`src/rtl/ttb_pkg.sv`:
```
`timescale 1ns / 1ps
// ----------------------------------------------------------------------------
// Timeout timer bank package
// Shared constants, operation codes, controller states and memory types.
// ----------------------------------------------------------------------------
package ttb_pkg;

  localparam int unsigned TimerCountDef = 8;
  localparam int unsigned ModeW         = 2;
  localparam int unsigned IdW           = 3;
  localparam int unsigned TicksW        = 32;

  typedef enum logic [ModeW-1:0] {
    MODE_TICK    = 2'd0,
    MODE_ARM     = 2'd1,
    MODE_RESTART = 2'd2,
    MODE_KILL    = 2'd3
  } ttb_mode_e;

  typedef enum logic [2:0] {
    ST_IDLE,
    ST_APPLY,
    ST_SCAN,
    ST_DRAIN,
    ST_DONE
  } ttb_state_e;

  typedef struct packed {
    logic [TicksW-1:0] cnt;
    logic [TicksW-1:0] lim;
  } ttb_entry_t;

  typedef struct packed {
    logic cnt;
    logic lim;
  } ttb_wen_t;

endpackage

```
`src/rtl/ttb_cmd_if.sv`:
```
`timescale 1ns / 1ps
// ----------------------------------------------------------------------------
// Timeout timer bank command channel
// Valid/ready channel that carries one operation word.
// ----------------------------------------------------------------------------
interface ttb_cmd_if
  import ttb_pkg::*;
();
  logic              valid;
  logic              ready;
  logic [ModeW-1:0]  mode;
  logic [IdW-1:0]    timer_id;
  logic [TicksW-1:0] deadline;

  modport source (output valid, mode, timer_id, deadline, input ready);
  modport sink   (input valid, mode, timer_id, deadline, output ready);
endinterface

```
`src/rtl/ttb_rsp_if.sv`:
```
`timescale 1ns / 1ps
// ----------------------------------------------------------------------------
// Timeout timer bank response channel
// Valid/ready channel that carries the flags of the addressed timer.
// ----------------------------------------------------------------------------
interface ttb_rsp_if;
  logic valid;
  logic ready;
  logic expired;
  logic running;

  modport source (output valid, expired, running, input ready);
  modport sink   (input valid, expired, running, output ready);
endinterface

```
`src/rtl/ttb_store.sv`:
```
`timescale 1ns / 1ps
// ----------------------------------------------------------------------------
// Timeout timer bank store
// Count and deadline memories with one write port each and a shared,
// registered read port.
// ----------------------------------------------------------------------------
module ttb_store
  import ttb_pkg::*;
#(
  parameter int unsigned TIMER_COUNT = TimerCountDef,
  localparam int unsigned IdxW = (TIMER_COUNT > 1) ? $clog2(TIMER_COUNT) : 1
) (
  input  logic            clk_i,
  input  logic            rd_en_i,
  input  logic [IdxW-1:0] rd_idx_i,
  output ttb_entry_t      rd_data_o,
  input  ttb_wen_t        wen_i,
  input  logic [IdxW-1:0] wr_idx_i,
  input  ttb_entry_t      wr_data_i
);

  logic [TicksW-1:0] cnt_mem [TIMER_COUNT];
  logic [TicksW-1:0] lim_mem [TIMER_COUNT];
  ttb_entry_t        rd_data_q;

  always_ff @(posedge clk_i) begin
    if (wen_i.cnt) begin
      cnt_mem[wr_idx_i] <= wr_data_i.cnt;
    end
    if (wen_i.lim) begin
      lim_mem[wr_idx_i] <= wr_data_i.lim;
    end
    if (rd_en_i) begin
      rd_data_q.cnt <= cnt_mem[rd_idx_i];
      rd_data_q.lim <= lim_mem[rd_idx_i];
    end
  end

  assign rd_data_o = rd_data_q;

endmodule

```
`src/rtl/timeout_timer_bank.sv`:
```
`timescale 1ns / 1ps
// ----------------------------------------------------------------------------
// Timeout timer bank
// Arm, restart, kill and tick a bank of timeout timers held in memory.
// ----------------------------------------------------------------------------
// One command word is taken at a time and answered with one response word
// holding the expired and running flags of the addressed timer. Arm, restart
// and kill pass an apply state and then a done state. A tick walks the count
// and deadline memories one timer per cycle through a read and a write-back
// stage, then drains. A finished response waits in an output register, and
// the next command is accepted meanwhile.
module timeout_timer_bank
  import ttb_pkg::*;
#(
  parameter int unsigned TIMER_COUNT = TimerCountDef
) (
  input  logic        clk_i,
  input  logic        rst_ni,
  ttb_cmd_if.sink     cmd_i,
  ttb_rsp_if.source   rsp_o
);

  localparam int unsigned IdxW = (TIMER_COUNT > 1) ? $clog2(TIMER_COUNT) : 1;
  localparam int unsigned CmpW = IdW + IdxW;
  localparam logic [IdxW-1:0] LastIdx = IdxW'(TIMER_COUNT - 1);

  ttb_state_e        state_q, state_d;
  ttb_mode_e         mode_q;
  logic [IdW-1:0]    id_q;
  logic [TicksW-1:0] dl_q;

  logic [IdxW-1:0]   rd_idx_q, rd_idx_d;
  logic              wb_vld_q, wb_vld_d;
  logic [IdxW-1:0]   wb_idx_q;
  logic [TIMER_COUNT-1:0] started_q, started_d;
  logic [TIMER_COUNT-1:0] expired_q, expired_d;

  logic              rsp_valid_q;
  logic              rsp_exp_q, rsp_run_q;
  logic              rsp_load;

  logic              cmd_acc;
  logic              id_ok;
  logic [IdxW-1:0]   id_idx;

  logic              rd_en;
  ttb_entry_t        rd_data;
  ttb_wen_t          wen;
  logic [IdxW-1:0]   wr_idx;
  ttb_entry_t        wr_data;
  logic [TicksW:0]   cnt_inc;

  assign cmd_i.ready = (state_q == ST_IDLE);
  assign cmd_acc     = cmd_i.valid && cmd_i.ready;
  assign id_ok       = CmpW'(id_q) < CmpW'(TIMER_COUNT);
  assign id_idx      = IdxW'(id_q);
  assign cnt_inc     = {1'b0, rd_data.cnt} + (TicksW + 1)'(1);

  ttb_store #(
    .TIMER_COUNT(TIMER_COUNT)
  ) u_store (
    .clk_i    (clk_i),
    .rd_en_i  (rd_en),
    .rd_idx_i (rd_idx_q),
    .rd_data_o(rd_data),
    .wen_i    (wen),
    .wr_idx_i (wr_idx),
    .wr_data_i(wr_data)
  );

  always_comb begin
    state_d = state_q;
    unique case (state_q)
      ST_IDLE: begin
        if (cmd_acc) begin
          state_d = (ttb_mode_e'(cmd_i.mode) == MODE_TICK) ? ST_SCAN : ST_APPLY;
        end
      end
      ST_APPLY: state_d = ST_DONE;
      ST_SCAN: begin
        if (rd_idx_q == LastIdx) begin
          state_d = ST_DRAIN;
        end
      end
      ST_DRAIN: state_d = ST_DONE;
      ST_DONE: begin
        if (!rsp_valid_q || rsp_o.ready) begin
          state_d = ST_IDLE;
        end
      end
      default: state_d = ST_IDLE;
    endcase
  end

  always_comb begin
    rd_en     = 1'b0;
    rd_idx_d  = rd_idx_q;
    wb_vld_d  = 1'b0;
    wen       = '0;
    wr_idx    = wb_idx_q;
    wr_data   = '0;
    started_d = started_q;
    expired_d = expired_q;
    rsp_load  = 1'b0;

    unique case (state_q)
      ST_IDLE: begin
        rd_idx_d = '0;
      end
      ST_APPLY: begin
        wr_idx = id_idx;
        if (id_ok) begin
          unique case (mode_q)
            MODE_ARM: begin
              wen               = '{cnt: 1'b1, lim: 1'b1};
              wr_data.lim       = dl_q;
              started_d[id_idx] = 1'b1;
              expired_d[id_idx] = 1'b0;
            end
            MODE_RESTART: begin
              wen.cnt           = 1'b1;
              expired_d[id_idx] = 1'b0;
            end
            MODE_KILL: begin
              started_d[id_idx] = 1'b0;
              expired_d[id_idx] = 1'b0;
            end
            MODE_TICK: ;
            default: ;
          endcase
        end
      end
      ST_SCAN: begin
        rd_en    = 1'b1;
        wb_vld_d = 1'b1;
        rd_idx_d = rd_idx_q + IdxW'(1);
      end
      ST_DRAIN: ;
      ST_DONE: begin
        rsp_load = !rsp_valid_q || rsp_o.ready;
      end
      default: ;
    endcase

    // Write-back stage of the tick walk; only started timers move.
    if (wb_vld_q && started_q[wb_idx_q]) begin
      wen.cnt = 1'b1;
      wr_idx  = wb_idx_q;
      if (cnt_inc >= {1'b0, rd_data.lim}) begin
        wr_data.cnt         = rd_data.lim;
        expired_d[wb_idx_q] = 1'b1;
      end else begin
        wr_data.cnt         = cnt_inc[TicksW-1:0];
        expired_d[wb_idx_q] = 1'b0;
      end
    end
  end

  always_ff @(posedge clk_i or negedge rst_ni) begin
    if (!rst_ni) begin
      state_q     <= ST_IDLE;
      rd_idx_q    <= '0;
      wb_vld_q    <= 1'b0;
      started_q   <= '0;
      expired_q   <= '0;
      rsp_valid_q <= 1'b0;
    end else begin
      state_q   <= state_d;
      rd_idx_q  <= rd_idx_d;
      wb_vld_q  <= wb_vld_d;
      started_q <= started_d;
      expired_q <= expired_d;
      if (rsp_load) begin
        rsp_valid_q <= 1'b1;
      end else if (rsp_o.ready) begin
        rsp_valid_q <= 1'b0;
      end
    end
  end

  always_ff @(posedge clk_i) begin
    if (cmd_acc) begin
      mode_q <= ttb_mode_e'(cmd_i.mode);
      id_q   <= cmd_i.timer_id;
      dl_q   <= cmd_i.deadline;
    end
    wb_idx_q <= rd_idx_q;
    if (rsp_load) begin
      rsp_exp_q <= id_ok && expired_q[id_idx];
      rsp_run_q <= id_ok && started_q[id_idx];
    end
  end

  assign rsp_o.valid   = rsp_valid_q;
  assign rsp_o.expired = rsp_exp_q;
  assign rsp_o.running = rsp_run_q;

  a_expired_needs_started : assert property (
    @(posedge clk_i) disable iff (!rst_ni)
    (expired_q & ~started_q) == '0
  ) else $error("A timer is expired without being started.");

  a_wb_only_in_walk : assert property (
    @(posedge clk_i) disable iff (!rst_ni)
    wb_vld_q |-> (state_q == ST_SCAN || state_q == ST_DRAIN)
  ) else $error("Tick write-back outside the timer walk.");

  a_wb_follows_read : assert property (
    @(posedge clk_i) disable iff (!rst_ni)
    wb_vld_q |-> wb_idx_q == $past(rd_idx_q)
  ) else $error("Write-back index does not match the read issued before.");

  a_accept_leaves_idle : assert property (
    @(posedge clk_i) disable iff (!rst_ni)
    cmd_acc |=> state_q != ST_IDLE
  ) else $error("Controller stayed idle after taking a command word.");

endmodule

```
`src/flat_wrapper.sv`:
```
// flat-port wrapper written by rule: the top's interface ports become plain ports
module timeout_timer_bank_flat import ttb_pkg::*;
#(
  parameter int unsigned TIMER_COUNT = TimerCountDef
)
  (clk_i, rst_ni, cmd_i_valid, cmd_i_mode, cmd_i_timer_id, cmd_i_deadline, cmd_i_ready, rsp_o_valid, rsp_o_expired, rsp_o_running, rsp_o_ready);
  ttb_cmd_if cmd_i_i ();
  ttb_rsp_if rsp_o_i ();
  input  logic clk_i;
  input  logic rst_ni;
  input wire logic [$bits(cmd_i_i.valid)-1:0] cmd_i_valid;
  input wire logic [$bits(cmd_i_i.mode)-1:0] cmd_i_mode;
  input wire logic [$bits(cmd_i_i.timer_id)-1:0] cmd_i_timer_id;
  input wire logic [$bits(cmd_i_i.deadline)-1:0] cmd_i_deadline;
  output wire logic [$bits(cmd_i_i.ready)-1:0] cmd_i_ready;
  output wire logic [$bits(rsp_o_i.valid)-1:0] rsp_o_valid;
  output wire logic [$bits(rsp_o_i.expired)-1:0] rsp_o_expired;
  output wire logic [$bits(rsp_o_i.running)-1:0] rsp_o_running;
  input wire logic [$bits(rsp_o_i.ready)-1:0] rsp_o_ready;
  assign cmd_i_i.valid = cmd_i_valid;
  assign cmd_i_i.mode = cmd_i_mode;
  assign cmd_i_i.timer_id = cmd_i_timer_id;
  assign cmd_i_i.deadline = cmd_i_deadline;
  assign cmd_i_ready = cmd_i_i.ready;
  assign rsp_o_valid = rsp_o_i.valid;
  assign rsp_o_expired = rsp_o_i.expired;
  assign rsp_o_running = rsp_o_i.running;
  assign rsp_o_i.ready = rsp_o_ready;
  timeout_timer_bank #(.TIMER_COUNT(TIMER_COUNT)) u_core (.clk_i(clk_i), .rst_ni(rst_ni), .cmd_i(cmd_i_i), .rsp_o(rsp_o_i));
endmodule
```
`config.mk`:
```
export PLATFORM = sky130hd
export DESIGN_NAME = timeout_timer_bank_flat
export DESIGN_NICKNAME = d
export VERILOG_FILES = /design/src/rtl/ttb_pkg.sv /design/src/rtl/ttb_cmd_if.sv /design/src/rtl/ttb_rsp_if.sv /design/src/rtl/ttb_store.sv /design/src/rtl/timeout_timer_bank.sv /design/src/flat_wrapper.sv
export SDC_FILE = /design/constraint.sdc
export NUM_CORES = 1
export LEC_CHECK = 0
export ABC_CLOCK_PERIOD_IN_PS = 4800
export BUFFER_PORTS_ARGS = -buffer_cell sky130_fd_sc_hd__buf_2
export CAP_MARGIN = 20
export CORE_MARGIN = 3
export CORE_UTILIZATION = 45
export DETAILED_ROUTE_END_ITERATION = 6
export PLACE_DENSITY = 0.62
export SYNTH_ARGS = -nofsm -noshare
export SYNTH_HDL_FRONTEND = slang
export SYNTH_HIERARCHICAL = 1
export SYNTH_SLANG_ARGS = --single-unit
```
`constraint.sdc`:
```
create_clock -name clk_i -period 4.8 [get_ports clk_i]
set_input_delay 0 -clock clk_i [delete_from_list [all_inputs] [get_ports clk_i]]
set_output_delay 0 -clock clk_i [all_outputs]
set_load 0.005 [all_outputs]
```
# Word level (Yosys, flattened, before mapping)
# Memories as Yosys holds them, arrays and structs flattened. A register that Yosys moved wholly into a read port is not among the register bits.
# Cells that the tools add are included.
# Widths: inputs -> output; s select.
[totals]
input_bits = 41
ff_bits = 66
output_inout_bits = 4
elab_cells = 94
mem_bits_rw = 512
n_memories = 2
[op_classes]
n_reduce_logical = 16
add_sub_neg = 2
n_lt_le_gt_ge = 5
bitwise_logic = 7
eq_ne = 11
muxes = 39
[memory_table]
columns = ["memory", "depth", "width", "read_ports", "rd_clocked_by_memory_dff", "write_ports", "line", "source"]
rows = [
  ["u_core.u_store.cnt_mem", 8, 32, 1, 1, 1, "ttb_store.sv:22", "logic [TicksW-1:0] cnt_mem [TIMER_COUNT];"],
  ["u_core.u_store.lim_mem", 8, 32, 1, 1, 1, "ttb_store.sv:23", "logic [TicksW-1:0] lim_mem [TIMER_COUNT];"],
]
[ops]
columns = ["operator", "n"]
rows = [
  ["$mux 32", 4],
  ["$add 32x1->33 const B", 1],
  ["$ge 33x32->1", 1],
  ["$mux 8", 4],
  ["$and 8x8->8", 3],
  ["$mux 1", 16],
  ["$not 8->8", 2],
  ["$or 8x8->8", 2],
  ["$pmux 8 s2", 1],
  ["$mux 3", 5],
  ["$pmux 3 s4", 1],
  ["$bmux 1 s3", 3],
  ["$lt 3x4->1 const B", 2],
  ["$demux 1 s3", 2],
  ["$eq 3x2->1 const B", 2],
  ["$eq 3x3->1 const B", 2],
  ["$ge 3x1->1 const B", 2],
  ["$pmux 3 s2", 1],
  ["$reduce_bool 2->1", 3],
  ["$eq 2x2->1 const B", 2],
  ["$logic_and 1x1->1", 4],
  ["$mux 2", 2],
  ["$ne 2x1->1 const B", 2],
  ["$reduce_or 2->1", 2],
  ["other kinds (11)", 11],
]

# Logic depth before layout (Yosys ltp)
# Gate-level depths: netlist (run 1).
[depth]
depth_word = 11
depth_mapped = 15
ltp_nobuf = 11

# By module
# The synthesis (run 1) kept the hierarchy.
[modules_own_cells]
columns = ["module", "cells_per_inst", "seq_area_each_um2", "area_per_inst_um2", "instances"]
rows = [
  ["ttb_store", 826, 17296.6, 21230.4, 1],
  ["timeout_timer_bank", 543, 1831.8, 4954.8, 1],
]

# Worst setup path after synthesis (run 1)
# No wires, ideal clock.
[synth_timing]
path_type = "reg-to-reg"
startpoint = "register u_core.wb_idx_q[0]"
endpoint = "memory u_core.u_store.lim_mem[0][0], enable pin"
synth_period_minus_slack_ps = 4550
arrival_time_ps = 4089
setup_time_ps = 461
path_stages_with_launch = 8
required_ps = 4339
path_slack_ps = 250
n_path_buf = 1
path_cell_list = "dfxtp_1 > clkbuf_1 > a21oi_2 > o41ai_4 > nand2_1 > mux2_2 > nand2b_1 > nor3_1"
[synth_between]
elab_chain_cells = 4
word_cells_on_any_way = 5
classes_between = "mux: 4; reduce/logical: 1"
[synth_rtl]
columns = ["element", "line", "source"]
rows = [
  ["start: declaration", "timeout_timer_bank.sv:34", "logic [IdxW-1:0] wb_idx_q;"],
  ["start signal: assignment", "timeout_timer_bank.sv:187", "wb_idx_q <= rd_idx_q;"],
  ["$bmux 1 s3", "timeout_timer_bank.sv:146", "if (wb_vld_q && started_q[wb_idx_q]) begin"],
  ["$mux 1 (not written as such)", "timeout_timer_bank.sv:146", ""],
  ["$logic_and 1x1->1", "timeout_timer_bank.sv:146", ""],
  ["$mux 3", "timeout_timer_bank.sv:146", ""],
  ["via u_core.wr_idx[1]", "timeout_timer_bank.sv:49", "logic [IdxW-1:0] wr_idx;"],
  ["end: declaration", "ttb_store.sv:23", ""],
]
# The timed path passes the listed nets, and every way through them passes these cells. The select of a mux whose other input is x is not followed.

==> impl_results.html, run 1 <==
<table>
<tr><th>Metric</th><th>Value</th></tr>
<tr><th colspan="2">Timing</th></tr>
<tr><td>Total Negative Setup Slacks</td><td>0 ns</td></tr>
<tr><td>Max Clock Skew</td><td>0.01628 ns</td></tr>
<tr><td>Fin crit share</td><td>93.24%</td></tr>
<tr><td>Count of endpoints failing setup in the final report</td><td>0</td></tr>
<tr><td>Pin slew with the least headroom to its limit</td><td>0.9609 ns</td></tr>
<tr><td>Number of hold violations in the final report</td><td>0</td></tr>
<tr><td>Max Transition Viols Final</td><td>0</td></tr>
<tr><td>Relative slew slack</td><td>35.94%</td></tr>
<tr><td>Setup repair after global routing missed its margin</td><td>false</td></tr>
<tr><td>Highest attainable clock frequency</td><td>0.2234 GHz</td></tr>
<tr><td>Crit path time final</td><td>4.476 ns</td></tr>
<tr><th colspan="2">Logic synthesis</th></tr>
<tr><td>Nets in the synthesized netlist</td><td>1448</td></tr>
<tr><td>Primary flip-flop cell chosen by synthesis mapping</td><td>sky130_fd_sc_hd__edfxtp_1</td></tr>
<tr><td>Area share of the leading cell type in the synthesized netlist</td><td>70.53%</td></tr>
<tr><td>Average instance area after synthesis</td><td>19.13 um2</td></tr>
<tr><td>Area of the mapped netlist</td><td>26190 um2</td></tr>
<tr><td>Combinational family with the most area after synthesis</td><td>multiplexers</td></tr>
<tr><td>Area share of xor/xnor cells in the synthesized design</td><td>1.003%</td></tr>
<tr><td>Synth Register Bits</td><td>642</td></tr>
<tr><td>Sequential-to-total area share from yosys stat</td><td>73.05%</td></tr>
<tr><td>Multiplexer share of the synthesized area</td><td>14.57%</td></tr>
<tr><td>Proportion of register bits with asynchronous set or reset after synthesis</td><td>3.738%</td></tr>
<tr><td>Total of warnings raised by yosys</td><td>6</td></tr>
<tr><td>Biggest area consumer among synthesized cells</td><td>sky130_fd_sc_hd__edfxtp_1</td></tr>
<tr><td>Mapped Cells</td><td>1369</td></tr>
<tr><td>Post-synth top cells</td><td>615 x sky130_fd_sc_hd__edfxtp_1, 130 x sky130_fd_sc_hd__mux4_2, 69 x sky130_fd_sc_hd__mux2_2, 44 x sky130_fd_sc_hd__o21ai_0</td></tr>
<tr><td>Cell with the most instances after synthesis</td><td>sky130_fd_sc_hd__edfxtp_1</td></tr>
<tr><td>Distinct cells, synth</td><td>56</td></tr>
<tr><td>Number of enable-type register cells in the synthesized netlist</td><td>615</td></tr>
<tr><td>Simple-gate share of the synthesized area</td><td>4.692%</td></tr>
<tr><td>Post-Synth Adder-Cell Area</td><td>1.816%</td></tr>
<tr><td>Share of the synthesized area in compound gates (AO/OA/AOI/OAI)</td><td>2.805%</td></tr>
<tr><td>Biggest area contributors in the synthesized netlist</td><td>sky130_fd_sc_hd__edfxtp_1 71%, sky130_fd_sc_hd__mux4_2 11%, sky130_fd_sc_hd__mux2_2 3.0%</td></tr>
<tr><th colspan="2">Clock network</th></tr>
<tr><td>Post-CTS setup buffer count</td><td>0</td></tr>
<tr><td>Insertion delay of the later-clocked pin in the worst-skew pair</td><td>0.60 ns</td></tr>
<tr><td>Clock tree from TritonCTS</td><td>done</td></tr>
<tr><td>Level count of the clock H-tree</td><td>3</td></tr>
<tr><td>Number of clock buffers inserted by TritonCTS</td><td>66</td></tr>
<tr><td>Max clock buf depth</td><td>3</td></tr>
<tr><td>Library cell used as clock root buffer</td><td>sky130_fd_sc_hd__clkbuf_16</td></tr>
<tr><td>Clock tree sinks</td><td>642</td></tr>
<tr><td>Clock transition at path regs</td><td>0.06 ns</td></tr>
<tr><th colspan="2">Critical path</th></tr>
<tr><td>Worst Path Class, Setup</td><td>register to register</td></tr>
<tr><td>Arrival @ worst endpoint</td><td>4.79 ns</td></tr>
<tr><td>Type of origin of the critical path</td><td>register</td></tr>
<tr><td>Worst path cell trace</td><td>and4_1 -&gt; and4_1 -&gt; nand4_1 -&gt; xnor2_1 -&gt; ha_1 -&gt; a21o_1 -&gt; a221o_1 -&gt; a221oi_2 -&gt; o211a_1 -&gt; buf_4 -&gt; nand3_1 -&gt; a21oi_1</td></tr>
<tr><td>Type of destination of the critical path</td><td>register</td></tr>
<tr><td>Most prevalent standard cell on the critical path</td><td>sky130_fd_sc_hd__and4_1</td></tr>
<tr><td>Required time of the worst setup path</td><td>5.12 ns</td></tr>
<tr><td>Number of buffer and inverter stages on the critical path</td><td>1</td></tr>
<tr><td>Worst-path fanout max</td><td>31</td></tr>
<tr><td>Largest incremental delay on the critical path</td><td>0.54 ns</td></tr>
<tr><td>Gate family responsible for the most delay along the worst path</td><td>compound AO/OA/AOI/OAI gates</td></tr>
<tr><td>Slowest library cell on the worst path</td><td>sky130_fd_sc_hd__a221oi_2</td></tr>
<tr><th colspan="2">Detailed routing</th></tr>
<tr><td>Avg WL per Cell</td><td>23.43 um</td></tr>
<tr><td>Vias per cell</td><td>5.680</td></tr>
<tr><td>Remaining antenna violation count</td><td>0</td></tr>
<tr><td>Initial DRT Pass Iterations</td><td>5</td></tr>
<tr><td>Total DRC errors in the routed layout</td><td>0</td></tr>
<tr><td>Total wire length</td><td>54.06 mm</td></tr>
<tr><td>Detailed Route Iter0 Violations</td><td>1009</td></tr>
<tr><td>Routed vias</td><td>13100</td></tr>
<tr><th colspan="2">Floorplanning</th></tr>
<tr><td>X dimension of the die</td><td>247.2 um</td></tr>
<tr><td>Chip height</td><td>247.2 um</td></tr>
<tr><td>Area enclosed by the die boundary</td><td>61120 um2</td></tr>
<tr><td>Effective utilization at floorplan</td><td>45.99%</td></tr>
<tr><td>Core area</td><td>56930 um2</td></tr>
<tr><td>Rows</td><td>87</td></tr>
<tr><td>I/O pin cnt</td><td>45</td></tr>
<tr><th colspan="2">Run status</th></tr>
<tr><td>Result of the run</td><td>completed</td></tr>
<tr><th colspan="2">Pwr</th></tr>
<tr><td>Total power per unit cell area</td><td>486.7 nW/um2</td></tr>
<tr><td>IR drop worst, VDD</td><td>0.0003136 V</td></tr>
<tr><td>Leakage</td><td>10.32 nW</td></tr>
<tr><td>Final Power</td><td>14.67 mW</td></tr>
<tr><th colspan="2">Final layout</th></tr>
<tr><td>Nets</td><td>1581</td></tr>
<tr><td>Signed area change from the synthesized netlist to the final layout</td><td>15.14%</td></tr>
<tr><td>Count of inserted antenna diode cells</td><td>0</td></tr>
<tr><td>Share of post-route cells with drive strength above 1</td><td>27.27%</td></tr>
<tr><th colspan="2">Place</th></tr>
<tr><td>Placer's final routability congestion estimate</td><td>0.8422</td></tr>
<tr><td>HPWL after detailed placement</td><td>30.61 mm</td></tr>
<tr><td>Total of buffers placed on input and output ports</td><td>44</td></tr>
<tr><th colspan="2">Global routing</th></tr>
<tr><td>Antenna violations before repair</td><td>0</td></tr>
<tr><td>Wire length of the first global-routing pass</td><td>83.74 mm</td></tr>
<tr><td>Total grt overflow</td><td>0</td></tr>
<tr><td>Vias in the first global route</td><td>13770</td></tr>
<tr><td>Maximum number of pins on one net before global-route repair</td><td>52</td></tr>
<tr><td>Gr usage total</td><td>18.27%</td></tr>
<tr><th colspan="2">Job</th></tr>
<tr><td>Max-cap violation count</td><td>0</td></tr>
<tr><th colspan="2">Hold path</th></tr>
<tr><td>Class of the tightest hold or removal check</td><td>input pin to register</td></tr>
</table>
where the power goes:
group          total [mW]  internal (mW)  switching (mW)
clock network        5.10           3.04            2.06
registers            7.07           6.71           0.357
logic                2.50           1.08            1.42
final cells by class:
type | count | area (um2)
repair buffers | 135 | 1069
inverters | 38 | 142.6
well taps | 756 | 945.9
flip-flops and latches | 642 | 19140
clock buffers | 88 | 1808
multi-input cells | 619 | 6690
fillers | 4380 | 26780
clock inverters | 29 | 354.1
worst paths after layout:
check,from,end,slack [ns],depth (start not counted)
worst min-delay path,cmd_i_deadline[19],u_core/dl_q[19]$_DFFE_PP_,0.11,2
max in group asynchronous,rst_ni,u_core/rd_idx_q[1]$_DFFE_PN0P_,4.19,4
worst min register to register,u_core/rsp_o.valid$_DFFE_PN0P_,u_core/rsp_o.valid$_DFFE_PN0P_,0.54,2
worst max register to register,u_core/u_store/rd_data_o[34]$_DFFE_PP_,u_core/u_store/cnt_mem[4][10]$_DFFE_PP_,0.32,12
min in group asynchronous,rst_ni,async pin,0.44,4
worst max-delay path,u_core/u_store/rd_data_o[34]$_DFFE_PP_,u_core/u_store/cnt_mem[4][10]$_DFFE_PP_,0.32,12
logic make-up (layout without fill, tap and decap cells):
family | Yosys count | count (layout)
buf+inv | 109 | 290
fa+ha+maj | 38 | 38
xor+xnor | 30 | 30
compound gates | 117 | 118
flops | 642 | 642
mux | 210 | 210
simple gates | 223 | 223
registers in the layout, indices dropped and copies added (netlist names), named ones only:
signal                    count
u_core/rsp_o.running          1
u_core/u_store/rd_data_o     64
u_core/u_store/cnt_mem      256
u_core/expired_q              8
u_core/state_q                3
u_core/rd_idx_q               3
u_core/u_store/lim_mem      256
u_core/rsp_o.valid            1
u_core/wb_vld_q               1
u_core/wb_idx_q               3
u_core/dl_q                  32
u_core/rsp_o.expired          1
u_core/id_idx                 3
u_core/mode_q                 2
layer usage:
metal  vias up  share of wire (%)  track usage, %
met3        52                4.6           2.743
li1       5831                  -               -
met2       336                 50           30.45
met1      6885                 44           25.36
met5         -                  0               0
met4         0                1.4           4.875
stage by stage:
step	util (%)	instance area, um2	hold slack, ns	instances	worst slack, ns
global placement	48.34	27520	0.02273	2147	0.4538
global route	52.96	30150	0.09114	2307	0.02134
CTS	52.89	30110	0.06736	2306	0.2013
detailed placement	48.34	27520	0.02957	2147	0.2361
finish	52.96	30150	0.1096	2307	0.3243
floorplan	-	26190	-0.2956	1369	0.2501
timing repair:
item / in CTS / in global routing
endpoints found under the setup margin: 0 / 152
hold buffers: 42 / 0
endpoints found under the hold margin: 67 / 0
gates resized for setup: 0 / 5
cells in the final DEF (no fill, tap or decap), types with 16 or more instances in the layout:
| master | count |
|---|---|
| sky130_fd_sc_hd__edfxtp_1 | 615 |
| sky130_fd_sc_hd__mux4_2 | 130 |
| sky130_fd_sc_hd__clkbuf_16 | 69 |
| sky130_fd_sc_hd__mux2_2 | 69 |
| sky130_fd_sc_hd__buf_4 | 45 |
| sky130_fd_sc_hd__buf_2 | 44 |
| sky130_fd_sc_hd__o21ai_0 | 44 |
| sky130_fd_sc_hd__dlygate4sd3_1 | 41 |
| sky130_fd_sc_hd__inv_1 | 38 |
| sky130_fd_sc_hd__and3_1 | 38 |
| sky130_fd_sc_hd__ha_1 | 38 |
| sky130_fd_sc_hd__nand3_1 | 36 |
| sky130_fd_sc_hd__a21oi_1 | 30 |
| sky130_fd_sc_hd__nand2_1 | 28 |
| sky130_fd_sc_hd__xnor2_1 | 21 |
| sky130_fd_sc_hd__nor3_1 | 21 |
| sky130_fd_sc_hd__dfrtp_1 | 21 |
| sky130_fd_sc_hd__clkbuf_1 | 18 |
| sky130_fd_sc_hd__nand4_1 | 18 |
| sky130_fd_sc_hd__nor2_1 | 16 |
Power figures use the tool's default switching activity.
==> run 2: changes to the inputs <==
--- a/config.mk
+++ b/config.mk
@@ -5,13 +5,13 @@
 export SDC_FILE = /design/constraint.sdc
 export NUM_CORES = 1
 export LEC_CHECK = 0
-export ABC_CLOCK_PERIOD_IN_PS = 4800
+export ABC_CLOCK_PERIOD_IN_PS = 5300
 export BUFFER_PORTS_ARGS = -buffer_cell sky130_fd_sc_hd__buf_2
 export CAP_MARGIN = 20
 export CORE_MARGIN = 3
 export CORE_UTILIZATION = 45
 export DETAILED_ROUTE_END_ITERATION = 6
-export PLACE_DENSITY = 0.62
+export PLACE_DENSITY = 0.59
 export SYNTH_ARGS = -nofsm -noshare
 export SYNTH_HDL_FRONTEND = slang
 export SYNTH_HIERARCHICAL = 1
==> constraint.sdc (replaced) <==
create_clock -name clk_i -period 5.3 [get_ports clk_i]
set_input_delay 0 -clock clk_i [delete_from_list [all_inputs] [get_ports clk_i]]
set_output_delay 0 -clock clk_i [all_outputs]
set_load 0.005 [all_outputs]
==> run 2 against run 1 <==
Effect of this change:
- design area fell by 0.34%
- utilization shrank 0.18 points
- combinational power decreased by 12%
- critical endpoint is now u_core/u_store/cnt_mem[0][14]$_DFFE_PP_
- fmax shrank 3.1%
- sequential power shrank 9.2%
- final cell count is 0.39% lower
- largest cell class unchanged
==> impl_results.html, run 2 (same netlist as run 1, synthesis figures left out) <==
<table>
<tr><th>Metric</th><th>Value</th></tr>
<tr><th colspan="2">Clock network</th></tr>
<tr><td>Library cell used as clock root buffer</td><td>sky130_fd_sc_hd__clkbuf_16 (unchanged)</td></tr>
<tr><td>Max clock buf depth</td><td>3 (unchanged)</td></tr>
<tr><td>Hold bufs inserted after CTS</td><td>42 (unchanged)</td></tr>
<tr><td>Number of clock buffers inserted by TritonCTS</td><td>69 (was 66)</td></tr>
<tr><td>Gates resized, CTS repair</td><td>0 (unchanged)</td></tr>
<tr><td>Clock tree sinks</td><td>642 (unchanged)</td></tr>
<tr><td>Post-CTS setup buffer count</td><td>0 (unchanged)</td></tr>
<tr><td>Clock tree from TritonCTS</td><td>done (unchanged)</td></tr>
<tr><td>Insertion delay of the later-clocked pin in the worst-skew pair</td><td>0.59 ns (was 0.60 ns)</td></tr>
<tr><td>Clock transition at path regs</td><td>0.06 ns (about the same)</td></tr>
<tr><td>Level count of the clock H-tree</td><td>3 (unchanged)</td></tr>
<tr><th colspan="2">Detailed routing</th></tr>
<tr><td>Total DRC errors in the routed layout</td><td>0 (unchanged)</td></tr>
<tr><td>Routed vias</td><td>12970 (was 13100)</td></tr>
<tr><td>Initial DRT Pass Iterations</td><td>5 (unchanged)</td></tr>
<tr><td>Detailed Route Iter0 Violations</td><td>874 (was 1009)</td></tr>
<tr><td>Total wire length</td><td>53.79 mm (was 54.06 mm)</td></tr>
<tr><td>Vias per cell</td><td>5.643 (was 5.680)</td></tr>
<tr><td>Remaining antenna violation count</td><td>0 (unchanged)</td></tr>
<tr><td>Avg WL per Cell</td><td>23.41 um (was 23.43 um)</td></tr>
<tr><th colspan="2">Critical path</th></tr>
<tr><td>End point of the critical path</td><td>u_core/u_store/cnt_mem[0][14]$_DFFE_PP_ (was u_core/u_store/cnt_mem[4][10]$_DFFE_PP_)</td></tr>
<tr><td>Type of origin of the critical path</td><td>register (unchanged)</td></tr>
<tr><td>Required time of the worst setup path</td><td>5.60 ns (was 5.12 ns)</td></tr>
<tr><td>Critical Path Start</td><td>u_core/u_store/rd_data_o[34]$_DFFE_PP_ (unchanged)</td></tr>
<tr><td>Capture point of the worst reg-to-reg path</td><td>u_core/u_store/cnt_mem[0][14]$_DFFE_PP_ (was u_core/u_store/cnt_mem[4][10]$_DFFE_PP_)</td></tr>
<tr><td>Type of destination of the critical path</td><td>register (unchanged)</td></tr>
<tr><td>Worst-path fanout max</td><td>12 (was 31)</td></tr>
<tr><td>Arrival @ worst endpoint</td><td>4.91 ns (was 4.79 ns)</td></tr>
<tr><td>Worst Path Class, Setup</td><td>register to register (unchanged)</td></tr>
<tr><td>Reg-to-reg setup timing slack</td><td>0.68 ns (was 0.32 ns)</td></tr>
<tr><td>Beginning of the worst register-to-register path</td><td>u_core/u_store/rd_data_o[34]$_DFFE_PP_ (unchanged)</td></tr>
<tr><td>Worst r2r path cells</td><td>13 (was 12)</td></tr>
<tr><th colspan="2">Global routing</th></tr>
<tr><td>Gr usage total</td><td>18.22% (was 18.27%)</td></tr>
<tr><td>Met1 Use GR</td><td>25.75% (was 25.36%)</td></tr>
<tr><td>Vias in the first global route</td><td>13480 (was 13770)</td></tr>
<tr><td>Wire length of the first global-routing pass</td><td>82.97 mm (was 83.74 mm)</td></tr>
<tr><td>Total grt overflow</td><td>0 (unchanged)</td></tr>
<tr><td>Global-route track usage on met2</td><td>29.82% (was 30.45%)</td></tr>
<tr><td>Global routing's busiest layer</td><td>met2 (unchanged)</td></tr>
<tr><td>Antenna violations before repair</td><td>0 (unchanged)</td></tr>
<tr><td>Maximum number of pins on one net before global-route repair</td><td>58 (was 52)</td></tr>
<tr><td>Met3 usage in global routing</td><td>2.863% (was 2.743%)</td></tr>
<tr><th colspan="2">Final layout</th></tr>
<tr><td>Fill cell total of the finished layout</td><td>4461 (was 4380)</td></tr>
<tr><td>Commonest cells after routing, fill and taps aside</td><td>615 x sky130_fd_sc_hd__edfxtp_1, 130 x sky130_fd_sc_hd__mux4_2, 72 x sky130_fd_sc_hd__clkbuf_16 (was 615 x sky130_fd_sc_hd__edfxtp_1, 130 x sky130_fd_sc_hd__mux4_2, 69 x sky130_fd_sc_hd__clkbuf_16, 69 x sky130_fd_sc_hd__mux2_2, 45 x sky130_fd_sc_hd__buf_4)</td></tr>
<tr><td>Count of inserted antenna diode cells</td><td>0 (unchanged)</td></tr>
<tr><td>Nets</td><td>1569 (was 1581)</td></tr>
<tr><td>Share of post-route cells with drive strength above 1</td><td>26.39% (was 27.27%)</td></tr>
<tr><td>Combined flip-flop and latch cell area</td><td>19140 um2 (unchanged)</td></tr>
<tr><td>Most frequent standard cell in the layout excluding fill and tap cells</td><td>sky130_fd_sc_hd__edfxtp_1 (unchanged)</td></tr>
<tr><td>Multi-input gate area</td><td>6648 um2 (was 6690 um2)</td></tr>
<tr><td>Signed area change from the synthesized netlist to the final layout</td><td>14.75% (was 15.14%)</td></tr>
<tr><td>Number of standard cells in the layout, taps in and fillers out</td><td>2298 (was 2307)</td></tr>
<tr><th colspan="2">Timing</th></tr>
<tr><td>Max Transition Viols Final</td><td>0 (unchanged)</td></tr>
<tr><td>Highest attainable clock frequency</td><td>0.2166 GHz (was 0.2234 GHz)</td></tr>
<tr><td>Relative slew slack</td><td>31.35% (was 35.94%)</td></tr>
<tr><td>Pin slew with the least headroom to its limit</td><td>1.026 ns (was 0.9609 ns)</td></tr>
<tr><td>Number of hold violations in the final report</td><td>0 (unchanged)</td></tr>
<tr><td>Crit path time final</td><td>4.617 ns (was 4.476 ns)</td></tr>
<tr><td>WHS</td><td>0.1165 ns (was 0.1096 ns)</td></tr>
<tr><td>Fin crit share</td><td>87.12% (was 93.24%)</td></tr>
<tr><td>Total Negative Setup Slacks</td><td>0 ns (unchanged)</td></tr>
<tr><td>Max Clock Skew</td><td>0.02854 ns (was 0.01628 ns)</td></tr>
<tr><td>Setup repair after global routing missed its margin</td><td>false (unchanged)</td></tr>
<tr><td>Count of endpoints failing setup in the final report</td><td>0 (unchanged)</td></tr>
<tr><th colspan="2">Floorplanning</th></tr>
<tr><td>I/O pin cnt</td><td>45 (unchanged)</td></tr>
<tr><td>Area enclosed by the die boundary</td><td>61120 um2 (unchanged)</td></tr>
<tr><td>Core area</td><td>56930 um2 (unchanged)</td></tr>
<tr><td>Chip height</td><td>247.2 um (unchanged)</td></tr>
<tr><td>X dimension of the die</td><td>247.2 um (unchanged)</td></tr>
<tr><td>Rows</td><td>87 (unchanged)</td></tr>
<tr><td>Effective utilization at floorplan</td><td>45.99% (unchanged)</td></tr>
<tr><th colspan="2">Pwr</th></tr>
<tr><td>Combinational share of power</td><td>16.6% (was 17.0%)</td></tr>
<tr><td>Final Power</td><td>13.28 mW (was 14.67 mW)</td></tr>
<tr><td>Power share of the sequential group</td><td>48.4% (was 48.2%)</td></tr>
<tr><td>Clock network power share</td><td>35.0% (was 34.8%)</td></tr>
<tr><td>Leakage</td><td>10.26 nW (was 10.32 nW)</td></tr>
<tr><td>Share of total power consumed by net switching</td><td>26.23% (was 26.20%)</td></tr>
<tr><td>IR drop worst, VDD</td><td>0.0002815 V (was 0.0003136 V)</td></tr>
<tr><td>Internal power</td><td>9.796 mW (was 10.83 mW)</td></tr>
<tr><td>Switching Power</td><td>3.483 mW (was 3.845 mW)</td></tr>
<tr><td>Total power per unit cell area</td><td>442.0 nW/um2 (was 486.7 nW/um2)</td></tr>
<tr><th colspan="2">Job</th></tr>
<tr><td>Max-cap violation count</td><td>0 (unchanged)</td></tr>
<tr><th colspan="2">Place</th></tr>
<tr><td>HPWL after detailed placement</td><td>31.02 mm (was 30.61 mm)</td></tr>
<tr><td>Placed Cells incl. Taps</td><td>2131 (was 2147)</td></tr>
<tr><td>Placer's final routability congestion estimate</td><td>0.8633 (was 0.8422)</td></tr>
<tr><td>Total of buffers placed on input and output ports</td><td>44 (unchanged)</td></tr>
<tr><th colspan="2">Hold path</th></tr>
<tr><td>Class of the tightest hold or removal check</td><td>input pin to register (unchanged)</td></tr>
<tr><th colspan="2">Run status</th></tr>
<tr><td>Result of the run</td><td>completed (unchanged)</td></tr>
</table>
==> run 2: cell count changes in the layout (fill, tap and decap cells not counted), sizes merged <==
cell / previous run / this run
o211ai: 3 / 2
clkinv: 19 / 26
inv: 40 / 39
buf: 94 / 80
clkbuf: 88 / 90
bufinv: 7 / 5
==> run 2: worst min-delay path by stage <==
stage | from | end | slack [ns] | cells past startpoint
after floorplan | rst_ni | async pin | -0.30 | 0
after global placement | rst_ni | u_core/state_q[1]$_DFFE_PN0P_ | 0.02 | 1
after detailed placement | rst_ni | u_core/rsp_o.valid$_DFFE_PN0P_ | 0.03 | 1
after CTS | cmd_i_deadline[13] | u_core/dl_q[13]$_DFFE_PP_ | 0.08 | 2
after global routing | cmd_i_deadline[27] | u_core/dl_q[27]$_DFFE_PP_ | 0.1 | 2
final | cmd_i_deadline[13] | u_core/dl_q[13]$_DFFE_PP_ | 0.12 | 2
==> run 2: per-stage QoR <==
| step | setup WS (ns) | util [%] | instance area (um2) |
|---|---|---|---|
| after floorplan | 0.7501 | - | 26190 |
| after global placement | 0.8394 | 48.10 | 27380 |
| after detailed placement | 0.7207 | 48.10 | 27380 |
| after CTS | 0.7023 | 52.72 | 30010 |
| after global routing | 0.3945 | 52.78 | 30050 |
| final | 0.6828 | 52.78 | 30050 |
==> run 2: critical path, cell delays in order (launching register included) <==
cell and delay, ns:
sky130_fd_sc_hd__edfxtp_1 0.42, sky130_fd_sc_hd__and4_1 0.42, sky130_fd_sc_hd__and4_1 0.39, sky130_fd_sc_hd__nand4_1 0.15, sky130_fd_sc_hd__xnor2_1 0.23, sky130_fd_sc_hd__ha_1 0.29, sky130_fd_sc_hd__a21o_1 0.16, sky130_fd_sc_hd__a221o_1 0.33
sky130_fd_sc_hd__a221oi_2 0.33, sky130_fd_sc_hd__o211a_1 0.45, sky130_fd_sc_hd__buf_4 0.29, sky130_fd_sc_hd__buf_4 0.20, sky130_fd_sc_hd__a21oi_1 0.08, sky130_fd_sc_hd__nor3_1 0.58
==> run 2: cell type report <==
cell class | count | area share, %
tap | 756 | 3.148
multi-input combinational | 618 | 22.12
clock buffer | 90 | 6.255
inverter | 38 | 0.4747
clock inverter | 33 | 1.066
sequential | 642 | 63.70
timing repair buffer | 121 | 3.231
==> run 2: power by group through the flow <==
stage | registers [mW] | logic (mW) | clock network [mW]
finish | 6.42 | 2.21 | 4.65
global route | 6.47 | 2.43 | 5.01
CTS | 6.43 | 2.22 | 4.77
detailed placement | 6.53 | 2.18 | 0
global placement | 6.52 | 2.17 | 0
floorplan | 6.31 | 1.71 | 0
==> run 2: metal layers <==
| layer | share of wire (%) | vias up |
|---|---|---|
| met5 | 0 | - |
| met4 | 1.6 | 0 |
| met3 | 4.7 | 74 |
| met2 | 49 | 297 |
| met1 | 45 | 6789 |
| li1 | - | 5808 |
